File: src/design/dwes_pkg.sv
// Package for the dual wheel encoder speed unit.
// Holds the command codes, constants and transaction payload types.
// No dependencies.
`timescale 1ns / 1ps

package dwes_pkg;

	localparam logic [1:0] CMD_UPDATE     = 2'd0;
	localparam logic [1:0] CMD_CLR_LEFT   = 2'd1;
	localparam logic [1:0] CMD_CLR_RIGHT  = 2'd2;
	localparam logic [1:0] CMD_CLR_BOTH   = 2'd3;

	localparam int unsigned CPR_W = 14;
	localparam logic [CPR_W-1:0] CPR_RESET = 14'd1024;
	localparam logic [15:0] SPEED_SCALE = 16'd60000;

	typedef struct packed {
		logic [1:0]  command;
		logic [15:0] left_raw_count;
		logic [15:0] right_raw_count;
		logic [15:0] sample_period;
	} dwes_cmd_t;

	typedef struct packed {
		logic signed [31:0] left_total;
		logic signed [31:0] right_total;
		logic signed [31:0] left_rpm;
		logic signed [31:0] right_rpm;
	} dwes_res_t;

endpackage

File: src/design/dual_wheel_encoder_speed_unit.sv
// Top level of the dual wheel encoder speed unit.
// Uses dwes_pkg for command codes and payload types.
//
// Usage:
// A command transaction enters on cmd_valid/cmd_ready with cmd as payload.
// Each command yields one result transaction on res_valid/res_ready with
// both running totals and both held rpm values.
// The counts per revolution register is written through cfg_we/cfg_wdata;
// the user must write it only while the unit is idle, which the unit does
// not enforce. It takes effect at the next update. A clear command is
// applied at acceptance and passes through ST_DONE to res_valid. An update
// with a nonzero period and count runs per side ST_NUM to form the dividend,
// ST_DIV, where one shared restoring divider produces one quotient bit per
// cycle, 31 bits per side, and ST_FIX to apply the sign. An update with a
// zero period or count zeroes both rpm and goes to ST_DONE. cmd_ready is
// high only while no command is in work.
// A finished result sits in an output register, and a new command is
// accepted while it waits. If the receiver stalls, a second finished result
// waits in the sequencer until the register frees.
// Reset clears the last raw values, totals and held rpm to zero and sets the
// counts per revolution to 1024.
`timescale 1ns / 1ps

module dual_wheel_encoder_speed_unit (
	input  logic                      clk,
	input  logic                      arst_n,
	input  logic                      cmd_valid,
	output logic                      cmd_ready,
	input  dwes_pkg::dwes_cmd_t       cmd,
	output logic                      res_valid,
	input  logic                      res_ready,
	output dwes_pkg::dwes_res_t       res,
	input  logic                      cfg_we,
	input  logic [dwes_pkg::CPR_W-1:0] cfg_wdata
);

	import dwes_pkg::*;

	localparam logic [2:0] ST_IDLE = 3'd0;
	localparam logic [2:0] ST_NUM  = 3'd1;
	localparam logic [2:0] ST_DIV  = 3'd2;
	localparam logic [2:0] ST_FIX  = 3'd3;
	localparam logic [2:0] ST_DONE = 3'd4;

	logic [2:0]       state_q;
	logic             side_q;
	logic [4:0]       cnt_q;
	logic [CPR_W-1:0] cpr_q;
	logic [15:0]      left_last_q;
	logic [15:0]      right_last_q;
	logic [31:0]      left_accum_q;
	logic [31:0]      right_accum_q;
	logic [31:0]      left_rpm_q;
	logic [31:0]      right_rpm_q;
	logic [15:0]      left_step_q;
	logic [15:0]      right_step_q;
	logic [29:0]      den_q;
	logic [29:0]      rem_q;
	logic [30:0]      num_q;
	logic             res_valid_q;
	dwes_res_t        res_q;

	logic        accept;
	logic        done_fire;
	logic [15:0] left_step;
	logic [15:0] right_step;
	logic [29:0] den_full;
	logic        zero_den;
	logic [15:0] cur_delta;
	logic        cur_neg;
	logic [15:0] cur_mag;
	logic [30:0] num_full;
	logic [30:0] shifted;
	logic [31:0] diff;
	logic        borrow;
	logic [31:0] q_ext;
	logic [31:0] rpm_val;
	logic        clr_left;
	logic        clr_right;

	assign accept      = cmd_valid && cmd_ready;
	assign cmd_ready   = (state_q == ST_IDLE);
	assign done_fire   = (state_q == ST_DONE) && (!res_valid_q || res_ready);
	assign left_step   = cmd.left_raw_count - left_last_q;
	assign right_step  = cmd.right_raw_count - right_last_q;
	assign den_full    = 30'(cmd.sample_period) * 30'(cpr_q);
	assign zero_den    = (cmd.sample_period == 16'd0) || (cpr_q == '0);
	assign clr_left    = (cmd.command == CMD_CLR_LEFT) || (cmd.command == CMD_CLR_BOTH);
	assign clr_right   = (cmd.command == CMD_CLR_RIGHT) || (cmd.command == CMD_CLR_BOTH);

	assign cur_delta = side_q ? right_step_q : left_step_q;
	assign cur_neg   = cur_delta[15];
	assign cur_mag   = cur_neg ? (~cur_delta + 16'd1) : cur_delta;
	assign num_full  = 31'(cur_mag) * 31'(SPEED_SCALE);

	assign shifted = {rem_q, num_q[30]};
	assign diff    = {1'b0, shifted} - {2'b00, den_q};
	assign borrow  = diff[31];

	assign q_ext   = {1'b0, num_q};
	assign rpm_val = cur_neg ? (~q_ext + 32'd1) : q_ext;

	assign res_valid = res_valid_q;
	assign res       = res_q;

	always_ff @(posedge clk or negedge arst_n) begin
		if (!arst_n) begin
			cpr_q <= CPR_RESET;
		end else if (cfg_we) begin
			cpr_q <= cfg_wdata;
		end
	end

	always_ff @(posedge clk or negedge arst_n) begin
		if (!arst_n) begin
			state_q       <= ST_IDLE;
			side_q        <= 1'b0;
			cnt_q         <= '0;
			left_last_q   <= '0;
			right_last_q  <= '0;
			left_accum_q  <= '0;
			right_accum_q <= '0;
			left_rpm_q    <= '0;
			right_rpm_q   <= '0;
			res_valid_q   <= 1'b0;
		end else begin
			if (done_fire) begin
				res_valid_q <= 1'b1;
			end else if (res_ready) begin
				res_valid_q <= 1'b0;
			end
			unique case (state_q)
				ST_IDLE: begin
					if (accept) begin
						if (cmd.command == CMD_UPDATE) begin
							left_last_q   <= cmd.left_raw_count;
							right_last_q  <= cmd.right_raw_count;
							left_accum_q  <= left_accum_q + 32'(signed'(left_step));
							right_accum_q <= right_accum_q + 32'(signed'(right_step));
							if (zero_den) begin
								left_rpm_q  <= '0;
								right_rpm_q <= '0;
								state_q     <= ST_DONE;
							end else begin
								side_q  <= 1'b0;
								state_q <= ST_NUM;
							end
						end else begin
							state_q <= ST_DONE;
							if (clr_left) begin
								left_last_q  <= cmd.left_raw_count;
								left_accum_q <= '0;
								left_rpm_q   <= '0;
							end
							if (clr_right) begin
								right_last_q  <= cmd.right_raw_count;
								right_accum_q <= '0;
								right_rpm_q   <= '0;
							end
						end
					end
				end
				ST_NUM: begin
					cnt_q   <= 5'd30;
					state_q <= ST_DIV;
				end
				ST_DIV: begin
					cnt_q <= cnt_q - 5'd1;
					if (cnt_q == 5'd0) begin
						state_q <= ST_FIX;
					end
				end
				ST_FIX: begin
					if (side_q) begin
						right_rpm_q <= rpm_val;
						state_q     <= ST_DONE;
					end else begin
						left_rpm_q <= rpm_val;
						side_q     <= 1'b1;
						state_q    <= ST_NUM;
					end
				end
				ST_DONE: begin
					if (done_fire) begin
						state_q <= ST_IDLE;
					end
				end
				default: begin
					state_q <= ST_IDLE;
				end
			endcase
		end
	end

	always_ff @(posedge clk) begin
		if (accept) begin
			left_step_q  <= left_step;
			right_step_q <= right_step;
			den_q        <= den_full;
		end
		if (state_q == ST_NUM) begin
			num_q <= num_full;
			rem_q <= '0;
		end else if (state_q == ST_DIV) begin
			num_q <= {num_q[29:0], ~borrow};
			rem_q <= borrow ? shifted[29:0] : diff[29:0];
		end
		if (done_fire) begin
			res_q.left_total  <= left_accum_q;
			res_q.right_total <= right_accum_q;
			res_q.left_rpm    <= left_rpm_q;
			res_q.right_rpm   <= right_rpm_q;
		end
	end

`ifndef ASSERT_OFF
	a_accept_leaves_idle: assert property (@(posedge clk) disable iff (!arst_n)
		accept |=> (state_q != ST_IDLE))
		else $error("command accepted but sequencer stayed idle");

	a_div_ends: assert property (@(posedge clk) disable iff (!arst_n)
		((state_q == ST_DIV) && (cnt_q == 5'd0)) |=> (state_q == ST_FIX))
		else $error("divider did not finish after its last step");

	a_div_nonzero_den: assert property (@(posedge clk) disable iff (!arst_n)
		(state_q == ST_DIV) |-> (den_q != 30'd0))
		else $error("divider running with a zero divisor");

	a_res_from_done: assert property (@(posedge clk) disable iff (!arst_n)
		$rose(res_valid_q) |-> ($past(state_q) == ST_DONE))
		else $error("result raised outside the completion step");
`endif

endmodule

File: config.mk
export PLATFORM = sky130hd
export DESIGN_NAME = dual_wheel_encoder_speed_unit
export DESIGN_NICKNAME = d
export VERILOG_FILES = /design/src/design/dwes_pkg.sv /design/src/design/dual_wheel_encoder_speed_unit.sv
export SDC_FILE = /design/constraint.sdc
export NUM_CORES = 2
export LEC_CHECK = 0
export BUFFER_PORTS_ARGS = -buffer_cell sky130_fd_sc_hd__clkbuf_2
export CAP_MARGIN = 40
export CORE_MARGIN = 2
export CORE_UTILIZATION = 45
export DETAILED_ROUTE_END_ITERATION = 12
export GPL_TIMING_DRIVEN = 1
export SLEW_MARGIN = 10
export SYNTH_ARGS = -nofsm -noshare
export SYNTH_HDL_FRONTEND = slang
export SYNTH_SLANG_ARGS = --single-unit
File: constraint.sdc
create_clock -name clk -period 7.6 [get_ports clk]
set_clock_uncertainty 0.05 [all_clocks]
set_input_delay 0.76 -clock clk [delete_from_list [all_inputs] [get_ports clk]]
set_output_delay 0.76 -clock clk [all_outputs]
set_load 0.005 [all_outputs]
Word level (Yosys, flattened, before mapping):

Cells that the tools add are included.

* bits in registers: 435
* logic and storage cells: 111
* bits of input ports: 69

* reductions and logical operators: 23
* $add $sub $neg: 8
* multiplexer cells: 37
* $mul: 2
* equal/unequal tests: 17
* bitwise operators: 3

Operators by type and width (number)
* $mux 32: 12
* $pmux 32 s2: 2
* $mux 16: 6
* $add 32x32->32: 2
* $mux 31: 2
* $add 32x1->32 const B: 1
* $not 31->32: 1
* $sub 16x16->16: 2
* $sub 31x30->32: 1
* $mul 16x14->30: 1
* $mux 30: 1
* $mul 16x11->26 const B: 1
* $mux 3: 6
* $add 16x1->16 const B: 1
* $logic_not 16->1: 1
* $not 16->16: 1
* $pmux 3 s5: 1
* $logic_not 14->1: 1
* $ne 2x2->1 const B: 5
* $pmux 5 s2: 1
* $reduce_and 5->1: 2
* $reduce_bool 2->1: 5
* $reduce_and 3->1: 3
* $eq 3x2->1 const B: 2
* 18 further kinds: 29

Logic depth before layout (Yosys ltp):

* word-level depth: 6
* mapped depth: 27
* depth with buffers taken out: 26

Worst setup path before layout:

OpenSTA, ideal clock, no wires.

* path kind: register to register
* start: register side_q
* end: register num_q[28], data pin
* buffers on the path: 4
* data required time: 7283 ps
* setup time: 267 ps
* clock period less this slack: 6795 ps
* cell stages (with the launch flop): 27
* setup slack: 805 ps
* arrival time: 6477 ps
* path through: dfrtp_1 > buf_2 > clkbuf_1 > buf_1 > buf_2 > o21ai_0 > xor2_1 > fa_1 > inv_1 > fa_1 > fa_1 > inv_1 > fa_1 > inv_1 > fa_1 > inv_1 > ha_1 > a21o_1 > a21o_1 > a21o_1 > a21o_1 > a21o_1 > a21o_1 > a31o_1 > a21oi_1 > xnor2_1 > o21ai_0

* longest elaborated chain between the ends: 6

RTL lines
* start: declaration: line dual_wheel_encoder_speed_unit.sv:46 `logic side_q;`
* start signal: assignment: line dual_wheel_encoder_speed_unit.sv:117 `side_q <= 1'b0;`
* start signal: assignment: line dual_wheel_encoder_speed_unit.sv:145 `side_q <= 1'b0;`
* start signal: assignment: line dual_wheel_encoder_speed_unit.sv:179 `side_q <= 1'b1;`
* $mux 16 (*): line dual_wheel_encoder_speed_unit.sv:91 `assign cur_delta = side_q ? right_step_q : left_step_q;`
* $not 16->16: line dual_wheel_encoder_speed_unit.sv:93 `assign cur_mag = cur_neg ? (~cur_delta + 16'd1) : cur_delta;`
* $add 16x1->16: line dual_wheel_encoder_speed_unit.sv:93
* $mux 16 (*): line dual_wheel_encoder_speed_unit.sv:93
* $mul 16x11->26 (*): line dual_wheel_encoder_speed_unit.sv:94 `assign num_full = 31'(cur_mag) * 31'(SPEED_SCALE);`
* $mux 31 (*): line dual_wheel_encoder_speed_unit.sv:201 `if (state_q == ST_NUM) begin`
* end signal: assignment: line dual_wheel_encoder_speed_unit.sv:202 `num_q <= num_full;`
* end signal: assignment: line dual_wheel_encoder_speed_unit.sv:205 `num_q <= {num_q[29:0], ~borrow};`
* end: declaration: line dual_wheel_encoder_speed_unit.sv:59 `logic [30:0] num_q;`

Mark *: on every way between the ends. The rest lies on a longest branch, timed or not.
A chain may end at the register's enable or synchronous reset.

Final worst setup path:

* start: register side_q
* end: register num_q[29], data pin

The elaborated chain is that of the path after synthesis.

==> results.ini <==
[run_status]
status=completed

[floorplanning]
core_area_sq_mm=0.0716
dieWidth_microns=273
rows=98
die_y_microns=273
pin_count=199
dieArea_sq_mm=0.0745
initial_core_util_pct=45.5

[clock_tree]
clock-sinks=435
clkTransAtPathRegs_ns=0.07
clock-root-buffer=clkbuf_16
cts_buffers=48
ctsHoldBuffers=0
cts_tree=yes
h-tree-depth=2
clk_latency_ns=0.63
cts_buffer_depth=3

[grt]
grt_antenna_before_repair=6
grt_pass1_vias=24300
grt_overflow_total=0
grt_max_degree=73
gr-usage-all-layers_pct=21.0
grt_first_pass_wirelength_microns=127000

[cells_and_area]
final_cell_mix=nand2_1, inv_1, ha_1
nets=3975
seq_area_sq_mm=0.0118
drive_above_1_share_pct=11.8
layout_commonest_cell=nand2_1
fill_cells=6583
multiInputGateArea_sq_mm=0.0190
syn_to_final_growth_pct=11.7
fin_cells=4380

[timing]
finalHoldViolCount=0
rsz0062_at_grt=no
setup_viol=0
worstMarginPinSlew_ns=0.918
period_share_pct=92.1
maxSlewHeadroom_pct=38.6
min_period_ns=7.00
final.setup.worst_slack_ns=0.597
timing.hold.ws_ns=0.0928
tns_ns=0
slew_violations=0
fmax_ghz=0.143

[synth]
synth_edf_count=216
syn_nets=3806
synth_top_cell_by_area=edfxtp_1
synth_cell_types=87
synth_flop_cell=edfxtp_1
synth_top_area_share_pct=19.9
ys_ff_latch=435
netlist_area_sq_mm=0.0326
ys_warn_count=0
async_reset_ff_share_pct=42.3
ys_seq_area_share_pct=36.2
netlist_instances=3220
yosys-top-cells-area=edfxtp_1, dfrtp_1, fa_1
synth_area_per_cell_sq_um=10.1

[critical_path]
worstPathRequired_ns=7.89
critical-path-slowest-cell=dfrtp_2
crit_top_cell=a21o_1
slowest_delay_ns=0.54
cpLargestDelayFamily=adder cells
worst_setup_path_end_kind=flop
crit_type=reg2reg
crit_fanout=17
path_buf_inv=4
crit_path_start_kind=flop
crit_arrival_ns=7.29

[flow_run]
cap_violations=0

[route]
drc=0
avgRoutedWirePerCell_microns=17.5
drt-total-wl_microns=76500
drtPass1Iterations=6
viasPerCell=5.39
antenna_left=0
drt_iter0_drc=1404
vias=23600

[placement]
port_buffers=198
hpwl_microns=57900
gp_congestion=0.913
dp_slack_ns=0.429
dp_cells=4288

[hold_path]
hold_class=in2async

## cell usage after synthesis (5+ instances only)
master	instances
o21bai_1	22
nor2_1	127
o21ai_0	173
edfxtp_1	216
o21ai_1	24
and2_1	95
nor3b_1	8
xor2_1	82
a22o_1	18
or3_1	16
clkbuf_1	105
nor2b_1	18
a21o_1	78
a211oi_1	19
o31a_1	7
nand2_1	382
o211ai_1	8
xnor2_1	104
mux2_2	50
o32ai_1	6
mux2i_1	16
dfxtp_1	35
nand4_1	16
a211o_1	5
nor4_1	16
a31oi_1	15
and3_1	20
a31o_2	6
o21a_1	32
mux2_1	6
dfrtp_1	183
or2_2	7
nor3_1	36
a32o_1	8
nand3_1	27
ha_1	292
o22ai_1	6
and4_1	5
inv_1	373
a21oi_1	171
buf_2	7
o31ai_1	50
nand2b_1	31
fa_1	225
## final timing paths
kind | startpoint | to | slack [ns] | cells past startpoint
min | arst_n | right_rpm_q[4] | 0.09 | 1
max | side_q | num_q[29] | 0.60 | 25
max in group asynchronous | arst_n | cpr_q[10] | 6.23 | 3
min reg2reg | right_rpm_q[12] | res[12] | 0.39 | 0
min in group clk | cmd[47] | left_last_q[15] | 0.31 | 3
max reg2reg | side_q | num_q[29] | 0.60 | 25
## what timing repair did
item / in CTS / in global routing
gates resized for setup: 0 / 2
endpoints found under the setup margin: 0 / 2
buffers inserted: 0 / 0
## flip-flops by register name, indices dropped and copies added, names as in the netlist, 30 cells and up
name           count
res              128
left_accum_q      32
left_rpm_q        32
right_accum_q     32
right_rpm_q       32
num_q             31
den_q             30
rem_q             30
## layout make-up
class	instances	area share, %
Multi-Input combinational cell	2296	52.2
Sequential cell	435	32.4
Inverter	373	3.85
Timing Repair Buffer	235	3.75
Clock buffer	61	3.57
Tap cell	950	3.27
Clock inverter	29	0.953
Antenna cell	1	0.00688
## cells by family after synthesis
kind of cell | synth area share, %
adder cells (fa/ha/maj) | 25.1
XOR/XNOR | 5.00
AND/OR/NAND/NOR | 11.7
multiplexers | 2.43
flip-flops | 36.2
AO/OA/AOI/OAI | 13.9
buffers and inverters | 5.70
## metal layers
layer  GRT usage (%)  vias to the layer above  part of all wire [%]
met5               0                        -                 0.074
met4            5.26                        8                   2.3
met3            3.28                      110                   5.2
met2            34.3                      559                    46
met1            29.3                    11600                    47
li1                -                    11400                     -
## per-stage QoR
stage	cell area (sq um)	util, %
finish	36400	50.8
global route	36400	50.8
CTS	36300	50.8
detailed placement	34700	48.5
global placement	34600	48.3
floorplan	32600	-
Power is left out: the tool's default activity adds up to more than one toggle a clock period on the data nets, which glitch-free logic cannot reach.
